<file path="src/hdl/smri_pkg.sv">
// ----------------------------------------------------------------------------
// smri_pkg
// Shared types and constants of the stepper ramp interpolator.
// ----------------------------------------------------------------------------
package smri_pkg;

	localparam int NUM_AXES = 4;
	localparam int STEP_W = 24;
	localparam int AXIS_W = (NUM_AXES > 1) ? $clog2(NUM_AXES) : 1;
	localparam int LEN_W = 23;
	localparam int PER_W = 16;
	localparam int DIVD_W = 48;
	localparam int DIVS_W = 25;
	localparam int DCNT_W = 6;

	localparam logic [PER_W-1:0] START_PERIOD_RST = 16'd10000;
	localparam logic [PER_W-1:0] MIN_PERIOD_RST = 16'd1000;

	localparam logic OP_LOAD = 1'b0;
	localparam logic OP_TICK = 1'b1;

	localparam logic CFG_START_PERIOD = 1'b0;
	localparam logic CFG_MIN_PERIOD = 1'b1;

	localparam logic [1:0] STEP_NONE = 2'd0;
	localparam logic [1:0] STEP_FWD = 2'd1;
	localparam logic [1:0] STEP_BWD = 2'd2;

	typedef enum logic [2:0] {
		ST_IDLE,
		ST_DECODE,
		ST_AX_MUL,
		ST_AX_DIV,
		ST_RAMP,
		ST_R_DIV,
		ST_WB
	} smri_state_t;

endpackage

</file>
<file path="src/hdl/smri_div.sv">
// ----------------------------------------------------------------------------
// smri_div
// Restoring divider, one quotient bit per cycle, shared by all divisions.
// ----------------------------------------------------------------------------
module smri_div (
	input  logic                          clk,
	input  logic                          arst_n,
	input  logic                          start,
	input  logic [smri_pkg::DIVD_W-1:0]   dividend,
	input  logic [smri_pkg::DIVS_W-1:0]   divisor,
	output logic                          done,
	output logic [smri_pkg::DIVD_W-1:0]   quotient
);
	import smri_pkg::*;

	logic                busy_q;
	logic                done_q;
	logic [DCNT_W-1:0]   cnt_q;
	logic [DIVS_W-1:0]   rem_q;
	logic [DIVD_W-1:0]   quo_q;
	logic [DIVS_W-1:0]   dvs_q;
	logic [DIVS_W:0]     trial;
	logic [DIVS_W:0]     diff;

	assign trial = {rem_q, quo_q[DIVD_W-1]};
	assign diff = trial - {1'b0, dvs_q};

	always_ff @(posedge clk or negedge arst_n) begin
		if (!arst_n) begin
			busy_q <= 1'b0;
			done_q <= 1'b0;
			cnt_q <= '0;
		end else begin
			done_q <= 1'b0;
			if (start) begin
				busy_q <= 1'b1;
				cnt_q <= '0;
			end else if (busy_q) begin
				cnt_q <= cnt_q + 1'b1;
				if (cnt_q == DCNT_W'(DIVD_W - 1)) begin
					busy_q <= 1'b0;
					done_q <= 1'b1;
				end
			end
		end
	end

	always_ff @(posedge clk) begin
		if (start) begin
			rem_q <= '0;
			quo_q <= dividend;
			dvs_q <= divisor;
		end else if (busy_q) begin
			if (!diff[DIVS_W]) begin
				rem_q <= diff[DIVS_W-1:0];
				quo_q <= {quo_q[DIVD_W-2:0], 1'b1};
			end else begin
				rem_q <= trial[DIVS_W-1:0];
				quo_q <= {quo_q[DIVD_W-2:0], 1'b0};
			end
		end
	end

	assign done = done_q;
	assign quotient = quo_q;

endmodule

</file>
<file path="src/hdl/stepper_move_ramp_interpolator.sv">
// ----------------------------------------------------------------------------
// stepper_move_ramp_interpolator
// Four-axis stepper move interpolator with a linear speed ramp.
// ----------------------------------------------------------------------------
// One beat in gives one beat out. A load, a tick with no active move and the
// tick that reports done go straight from decode to write-back. An active
// tick runs four axis-target divisions on one 48-step restoring divider,
// then a period ramp division, which is skipped on the final tick or when
// accelerating already at the minimum period. in_stall stays high while an
// item is worked on; the next item can be taken while a result still waits
// in the output register. Period registers written as 0 act as 1.
module stepper_move_ramp_interpolator (
	input  logic                          clk,
	input  logic                          arst_n,
	input  logic                          cfg_we,
	input  logic                          cfg_idx,
	input  logic [smri_pkg::PER_W-1:0]    cfg_wdata,
	input  logic                          in_valid,
	output logic                          in_stall,
	input  logic                          opcode,
	input  logic signed [smri_pkg::STEP_W-1:0] delta_x,
	input  logic signed [smri_pkg::STEP_W-1:0] delta_y,
	input  logic signed [smri_pkg::STEP_W-1:0] delta_z,
	input  logic signed [smri_pkg::STEP_W-1:0] delta_e,
	input  logic [smri_pkg::LEN_W-1:0]    move_length,
	output logic                          out_valid,
	input  logic                          out_stall,
	output logic [1:0]                    step_x,
	output logic [1:0]                    step_y,
	output logic [1:0]                    step_z,
	output logic [1:0]                    step_e,
	output logic [smri_pkg::PER_W-1:0]    timer_period,
	output logic                          busy_res,
	output logic                          move_done,
	output logic                          load_accepted
);
	import smri_pkg::*;

	smri_state_t state_q, state_d;

	logic [PER_W-1:0] sp_cfg_q, mp_cfg_q, sp_eff, mp_eff;

	// latched item
	logic                     op_q;
	logic signed [STEP_W-1:0] in_dlt_q [NUM_AXES];
	logic [LEN_W-1:0]         in_len_q;
	logic signed [STEP_W-1:0] in_dlt [NUM_AXES];

	// move state
	logic                     active_q;
	logic [LEN_W-1:0]         ti_q, len_q, accel_q;
	logic [PER_W-1:0]         rc_q, cp_q;
	logic signed [STEP_W-1:0] prog_q [NUM_AXES];
	logic signed [STEP_W-1:0] dlt_q [NUM_AXES];
	logic [AXIS_W-1:0]        axis_q;
	logic                     ramp_dec_q;

	// per-item result
	logic [1:0]               steps_q [NUM_AXES];
	logic                     done_q, acc_q;

	// output register
	logic                     out_valid_q;
	logic [1:0]               ostep_q [NUM_AXES];
	logic [PER_W-1:0]         otp_q;
	logic                     obusy_q, odone_q, oacc_q;

	// divider
	logic                     div_start, div_done;
	logic [DIVD_W-1:0]        div_dividend, div_q;
	logic [DIVS_W-1:0]        div_divisor;

	logic signed [STEP_W-1:0] cur_d;
	logic [STEP_W-1:0]        mag_d;
	logic [LEN_W-1:0]         left;
	logic                     accel_go, ramp_go, last_axis, wb_ok;
	logic signed [STEP_W:0]   tgt, prog_ext;
	logic [PER_W-1:0]         q16, rc_new;
	logic [PER_W:0]           grown;

	assign sp_eff = (sp_cfg_q == '0) ? PER_W'(1) : sp_cfg_q;
	assign mp_eff = (mp_cfg_q == '0) ? PER_W'(1) : mp_cfg_q;

	assign in_dlt[0] = delta_x;
	assign in_dlt[1] = delta_y;
	assign in_dlt[2] = delta_z;
	assign in_dlt[3] = delta_e;

	assign cur_d = dlt_q[axis_q];
	assign mag_d = cur_d[STEP_W-1] ? STEP_W'(-cur_d) : STEP_W'(cur_d);
	assign left = len_q - ti_q;
	assign accel_go = left > accel_q;
	assign ramp_go = accel_go ? (cp_q != mp_eff) : (left != '0);
	assign last_axis = axis_q == AXIS_W'(NUM_AXES - 1);
	assign wb_ok = !out_valid_q || !out_stall;

	// C-style truncation: divide magnitudes, then restore the sign
	assign tgt = cur_d[STEP_W-1] ? -$signed({1'b0, div_q[STEP_W-1:0]})
		: $signed({1'b0, div_q[STEP_W-1:0]});
	assign prog_ext = {prog_q[axis_q][STEP_W-1], prog_q[axis_q]};
	assign q16 = div_q[PER_W-1:0];
	assign rc_new = rc_q - q16;
	assign grown = {1'b0, cp_q} + {1'b0, q16};

	smri_div u_div (
		.clk      (clk),
		.arst_n   (arst_n),
		.start    (div_start),
		.dividend (div_dividend),
		.divisor  (div_divisor),
		.done     (div_done),
		.quotient (div_q)
	);

	// next state
	always_comb begin
		state_d = state_q;
		case (state_q)
			ST_IDLE: begin
				if (in_valid) state_d = ST_DECODE;
			end
			ST_DECODE: begin
				if (op_q == OP_TICK && active_q && len_q != '0) state_d = ST_AX_MUL;
				else state_d = ST_WB;
			end
			ST_AX_MUL: state_d = ST_AX_DIV;
			ST_AX_DIV: begin
				if (div_done) begin
					if (!last_axis) state_d = ST_AX_MUL;
					else if (ti_q < len_q) state_d = ST_RAMP;
					else state_d = ST_WB;
				end
			end
			ST_RAMP: state_d = ramp_go ? ST_R_DIV : ST_WB;
			ST_R_DIV: begin
				if (div_done) state_d = ST_WB;
			end
			ST_WB: begin
				if (wb_ok) state_d = ST_IDLE;
			end
			default: state_d = ST_IDLE;
		endcase
	end

	// outputs of the sequencer
	always_comb begin
		in_stall = 1'b1;
		div_start = 1'b0;
		div_dividend = DIVD_W'(ti_q) * DIVD_W'(mag_d);
		div_divisor = DIVS_W'(len_q);
		case (state_q)
			ST_IDLE: in_stall = 1'b0;
			ST_AX_MUL: div_start = 1'b1;
			ST_RAMP: begin
				div_start = ramp_go;
				if (accel_go) begin
					div_dividend = DIVD_W'({rc_q, 1'b0});
					div_divisor = {ti_q, 2'b00} + DIVS_W'(1);
				end else begin
					div_dividend = DIVD_W'({cp_q, 1'b0});
					div_divisor = {left, 2'b00} - DIVS_W'(1);
				end
			end
			default: ;
		endcase
	end

	always_ff @(posedge clk or negedge arst_n) begin
		if (!arst_n) state_q <= ST_IDLE;
		else state_q <= state_d;
	end

	always_ff @(posedge clk or negedge arst_n) begin
		if (!arst_n) begin
			sp_cfg_q <= START_PERIOD_RST;
			mp_cfg_q <= MIN_PERIOD_RST;
		end else if (cfg_we) begin
			if (cfg_idx == CFG_START_PERIOD) sp_cfg_q <= cfg_wdata;
			if (cfg_idx == CFG_MIN_PERIOD) mp_cfg_q <= cfg_wdata;
		end
	end

	always_ff @(posedge clk) begin
		if (state_q == ST_IDLE && in_valid) begin
			op_q <= opcode;
			in_len_q <= move_length;
			for (int a = 0; a < NUM_AXES; a++) begin
				in_dlt_q[a] <= (a < 4) ? in_dlt[a] : '0;
			end
		end
	end

	always_ff @(posedge clk or negedge arst_n) begin
		if (!arst_n) begin
			active_q <= 1'b0;
			ti_q <= '0;
			len_q <= '0;
			accel_q <= '0;
			rc_q <= START_PERIOD_RST;
			cp_q <= START_PERIOD_RST;
			axis_q <= '0;
			ramp_dec_q <= 1'b0;
			done_q <= 1'b0;
			acc_q <= 1'b0;
			for (int a = 0; a < NUM_AXES; a++) begin
				prog_q[a] <= '0;
				dlt_q[a] <= '0;
				steps_q[a] <= STEP_NONE;
			end
		end else begin
			case (state_q)
				ST_DECODE: begin
					done_q <= 1'b0;
					acc_q <= 1'b0;
					axis_q <= '0;
					for (int a = 0; a < NUM_AXES; a++) steps_q[a] <= STEP_NONE;
					if (op_q == OP_LOAD) begin
						if (!active_q) begin
							for (int a = 0; a < NUM_AXES; a++) begin
								dlt_q[a] <= in_dlt_q[a];
								prog_q[a] <= '0;
							end
							len_q <= in_len_q;
							ti_q <= '0;
							accel_q <= '0;
							rc_q <= sp_eff;
							cp_q <= sp_eff;
							active_q <= 1'b1;
							acc_q <= 1'b1;
						end
					end else if (active_q && len_q == '0) begin
						active_q <= 1'b0;
						ti_q <= '0;
						rc_q <= sp_eff;
						cp_q <= sp_eff;
						done_q <= 1'b1;
					end
				end
				ST_AX_DIV: begin
					if (div_done) begin
						if (!cur_d[STEP_W-1] && cur_d != '0 && prog_ext < tgt) begin
							prog_q[axis_q] <= prog_q[axis_q] + 1'b1;
							steps_q[axis_q] <= STEP_FWD;
						end else if (cur_d[STEP_W-1] && prog_ext > tgt) begin
							prog_q[axis_q] <= prog_q[axis_q] - 1'b1;
							steps_q[axis_q] <= STEP_BWD;
						end
						if (last_axis) begin
							if (ti_q < len_q) begin
								ti_q <= ti_q + 1'b1;
							end else begin
								len_q <= '0;
								accel_q <= '0;
							end
						end else begin
							axis_q <= axis_q + 1'b1;
						end
					end
				end
				ST_RAMP: ramp_dec_q <= !accel_go;
				ST_R_DIV: begin
					if (div_done) begin
						if (!ramp_dec_q) begin
							accel_q <= accel_q + 1'b1;
							rc_q <= rc_new;
							cp_q <= (rc_new >= mp_eff) ? rc_new : mp_eff;
						end else begin
							// ceiling at the start period
							cp_q <= (grown > {1'b0, sp_eff}) ? sp_eff : grown[PER_W-1:0];
						end
					end
				end
				default: ;
			endcase
		end
	end

	always_ff @(posedge clk or negedge arst_n) begin
		if (!arst_n) begin
			out_valid_q <= 1'b0;
		end else if (state_q == ST_WB && wb_ok) begin
			out_valid_q <= 1'b1;
		end else if (!out_stall) begin
			out_valid_q <= 1'b0;
		end
	end

	always_ff @(posedge clk) begin
		if (state_q == ST_WB && wb_ok) begin
			for (int a = 0; a < NUM_AXES; a++) ostep_q[a] <= steps_q[a];
			otp_q <= cp_q;
			obusy_q <= active_q;
			odone_q <= done_q;
			oacc_q <= acc_q;
		end
	end

	assign out_valid = out_valid_q;
	assign step_x = ostep_q[0];
	assign step_y = ostep_q[1];
	assign step_z = ostep_q[2];
	assign step_e = ostep_q[3];
	assign timer_period = otp_q;
	assign busy_res = obusy_q;
	assign move_done = odone_q;
	assign load_accepted = oacc_q;

endmodule

</file>
<file path="config.mk">
export PLATFORM = sky130hd
export DESIGN_NAME = stepper_move_ramp_interpolator
export DESIGN_NICKNAME = d
export VERILOG_FILES = /design/src/hdl/smri_pkg.sv /design/src/hdl/smri_div.sv /design/src/hdl/stepper_move_ramp_interpolator.sv
export SDC_FILE = /design/constraint.sdc
export NUM_CORES = 2
export LEC_CHECK = 0
export BUFFER_PORTS_ARGS = -buffer_cell sky130_fd_sc_hd__buf_4
export CORE_MARGIN = 2
export CORE_UTILIZATION = 45
export DETAILED_ROUTE_END_ITERATION = 8
export PLACE_DENSITY = 0.62
export SYNTH_ARGS = -nofsm -noshare
export SYNTH_HDL_FRONTEND = slang
export SYNTH_SLANG_ARGS = --single-unit
</file>
<file path="constraint.sdc">
create_clock -name clk -period 20.7 [get_ports clk]
set_input_delay 1.035 -clock clk [delete_from_list [all_inputs] [get_ports clk]]
set_output_delay 1.035 -clock clk [all_outputs]
set_load 0.02 [all_outputs]
</file>
==> out/qor.txt <==
FILL cells: 10400
Share of layout cells above drive strength 1: 11.69%
Worst Skew: 52.69 ps
Total design power: 7.220 mW
Synth top cells by count: inv_1, nand2_1, fa_1, nor2_1, ha_1
Post-cts resize count: 0
Largest net degree at the start of global routing: 176
Finished Core Util: 50.15%
Routed WL: 146400 um
Capture point of the critical path: u_div.quotient[45]
Crit. End Element: flop
Reg-to-Reg End: u_div.quotient[45]
Reg2reg start: axis_q[0]
Antenna-violating nets left: 0
Die area: 0.1158 mm^2
Synthesized instance count: 5184
Area contributors post-synth: fa_1, dfrtp_1, edfxtp_1
DP HPWL: 109600 um
Post-Syn Nets: 6134
Slew Viols, Final: 0
Diode count: 0
Reg2Reg Setup Slack: 9430 ps
Slowest-stage cell, CP: o41ai_1
Routed vias/inst: 5.658
Synth warnings: 0
Clock Sinks: 596
Core Area: 0.1123 mm^2
Most common cell in the synthesized netlist: inv_1
Synth top area share: 18.22%
Clock buffer depth: 3
Slew @ Worst Pin: 1204 ps
Final hold violation count: 0
Initial antenna violation count: 4
Top_reg_cell synth: dfrtp_1
GPL Wtd Cong: 0.9157
Max Cap Violations: 0
Worst setup SP type: flop
Buffers on Ports: 170
Layout area overhead: 10.74%
# IOs: 171
Syn Area/Cell: 9.813 um^2
Maximum VDD drop: 0.1310 mV
# rows: 123
Clock latency on the worst-skew pair: 670 ps
F_max: 88.71 MHz
Sequential-to-total area share from yosys stat: 31.29%
PD cells: 128.2 mW/mm^2
Crit-path most repeated cell: fa_1
DR vias: 38500
Reg2reg path depth: 31
Routed wire length per instance: 21.52 um
Crit path DAT: 11660 ps
Ys async rst share: 58.89%
Chip width: 340.2 um
Hold_buf cts: 0
Synthesis-stage register bit count: 596
LEAKAGE: 25.88 nW
Post-synth EDFFs: 220
Crit-path max FO: 26
Cell taking the most area after synthesis: fa_1
Part of the cycle the worst path needs: 54.46%
DRC viols: 0
RSZ-0062 raised after global routing: false
Headroom to the max-slew limit: 19.52%
Clock-pin transition on the worst setup and hold timing paths: 60 ps
Pre-antenna DRT Iters: 6
DR iter-0 viols: 2968
CTS Buf Count: 70
Starting density of the core: 45.28%
Global-route wire length before repair: 231300 um
Post-Syn Area: 0.05087 mm^2
Worst setup path startpoint: axis_q[0]
Setup bufs post-CTS: 0
Hold Path Class: primary input to asynchronous set/reset pin
Yosys cell types: 88
CP peak stage delay: 780 ps
Htree depth: 3
Crit Path Category: flop to flop
Total negative slack: 0 ps
Status: finished, final reports clean
Vias in the first global route: 39290
Final min period: 11270 ps
Required @ worst endpoint: 21090 ps
Die Height: 340.2 um
Final setup violation count: 0
GR Overflow Total: 0
GR Util All Layers: 25.70%
Fin nets: 6196
CTS tree: built
Root Buffer Master: clkbuf_16
worst min path at each step:
stage | from | end | slack, ps | cells past startpoint
2_1_floorplan | acc_q | load_accepted | 420 | 0
3_3_place_gp | done_q | move_done | 430 | 0
3_5_place_dp | steps_q[4] | ostep_q[1][0] | 440 | 0
4_1_cts | steps_q[4] | ostep_q[1][0] | 450 | 0
5_1_grt | steps_q[4] | ostep_q[1][0] | 450 | 0
6_report | arst_n | prog_q[73] | 420 | 1
power by group:
part	internal [mW]	switching [mW]
logic	1.56	2.56
clock network	0.760	0.545
registers	1.54	0.251
total	3.86	3.36
sequential cells by signal (all words and copies together), names as in the netlist, 23 cells and up:
signal          flops
u_div.dvs_q        25
u_div.quotient     48
accel_q            23
ti_q               23
prog_q             96
in_dlt_q           96
u_div.rem_q        25
in_len_q           23
len_q              23
dlt_q              96
cells in the final DEF (no fill, tap or decap), types with 20 or more instances in the layout:
master       n
mux4_2      47
or3_1       39
dfrtp_1    328
nor4_1      44
a211oi_1    45
nand4_1     40
a31oi_1     27
dfxtp_1     25
clkbuf_16   71
a22o_1      99
buf_4      251
mux2i_1     70
o211ai_1    22
and3_1      20
and2_1     136
o21ai_0    209
edfxtp_1   220
nor2b_1     21
fa_1       463
nor2_1     409
nand2b_1    25
nand3_1     90
nor3_1      65
dfstp_2     21
xor2_1      67
o31ai_1     28
nand2_1    545
a21oi_1    200
ha_1       345
inv_1      680
a21o_1      70
mux2_2     124
xnor2_1    160
cell type report:
cell class	count	area (um^2)	share of cell area, %
clock inverter	35	528.0	0.9372
sequential	596	15920	28.26
timing repair buffer	253	1919	3.407
inverter	684	2570	4.562
clock buffer	95	1967	3.491
multi-input combinational	3641	31550	56.01
tap	1500	1877	3.331
layer usage:
layer | up-vias | global-route usage (%) | routed length (um)
met5 | - | 0 | 23
met1 | 19320 | 36.13 | 63910
met4 | 4 | 7.553 | 4450
li1 | 17500 | - | -
met2 | 1419 | 40.00 | 65890
met3 | 252 | 5.569 | 12140
per-stage QoR:
| step | hold slack [ps] | setup slack (ps) | std cells | cell area (um^2) |
|---|---|---|---|---|
| final | 421.5 | 9427 | 6804 | 56340 |
| after global routing | 450.1 | 8560 | 6804 | 56340 |
| after CTS | 451.3 | 9433 | 6804 | 56340 |
| after detailed placement | 437.5 | 9486 | 6674 | 53840 |
| after global placement | 432.8 | 9656 | 6674 | 53840 |
| after floorplan | 424.8 | 10550 | 5184 | 50870 |
worst max-delay path: cells and delay by family, from the launching register on:
family,cells,cell delay (ps)
flops,1,770
mux,1,660
xor+xnor,1,740
fa+ha+maj,8,3950
compound gates,10,2560
buf+inv,3,150
simple gates,8,2140
cell families after synthesis:
logic type               Yosys count  synth area share [%]
AO/OA/AOI/OAI                    859                 11.12
AND/OR/NAND/NOR                 1490                 13.38
flip-flops                       596                 31.29
XOR/XNOR                         243                 4.184
adder cells (fa/ha/maj)          808                 26.71
buffers and inverters            947                 7.120
multiplexers                     241                 6.203
Power figures use the tool's default switching activity.
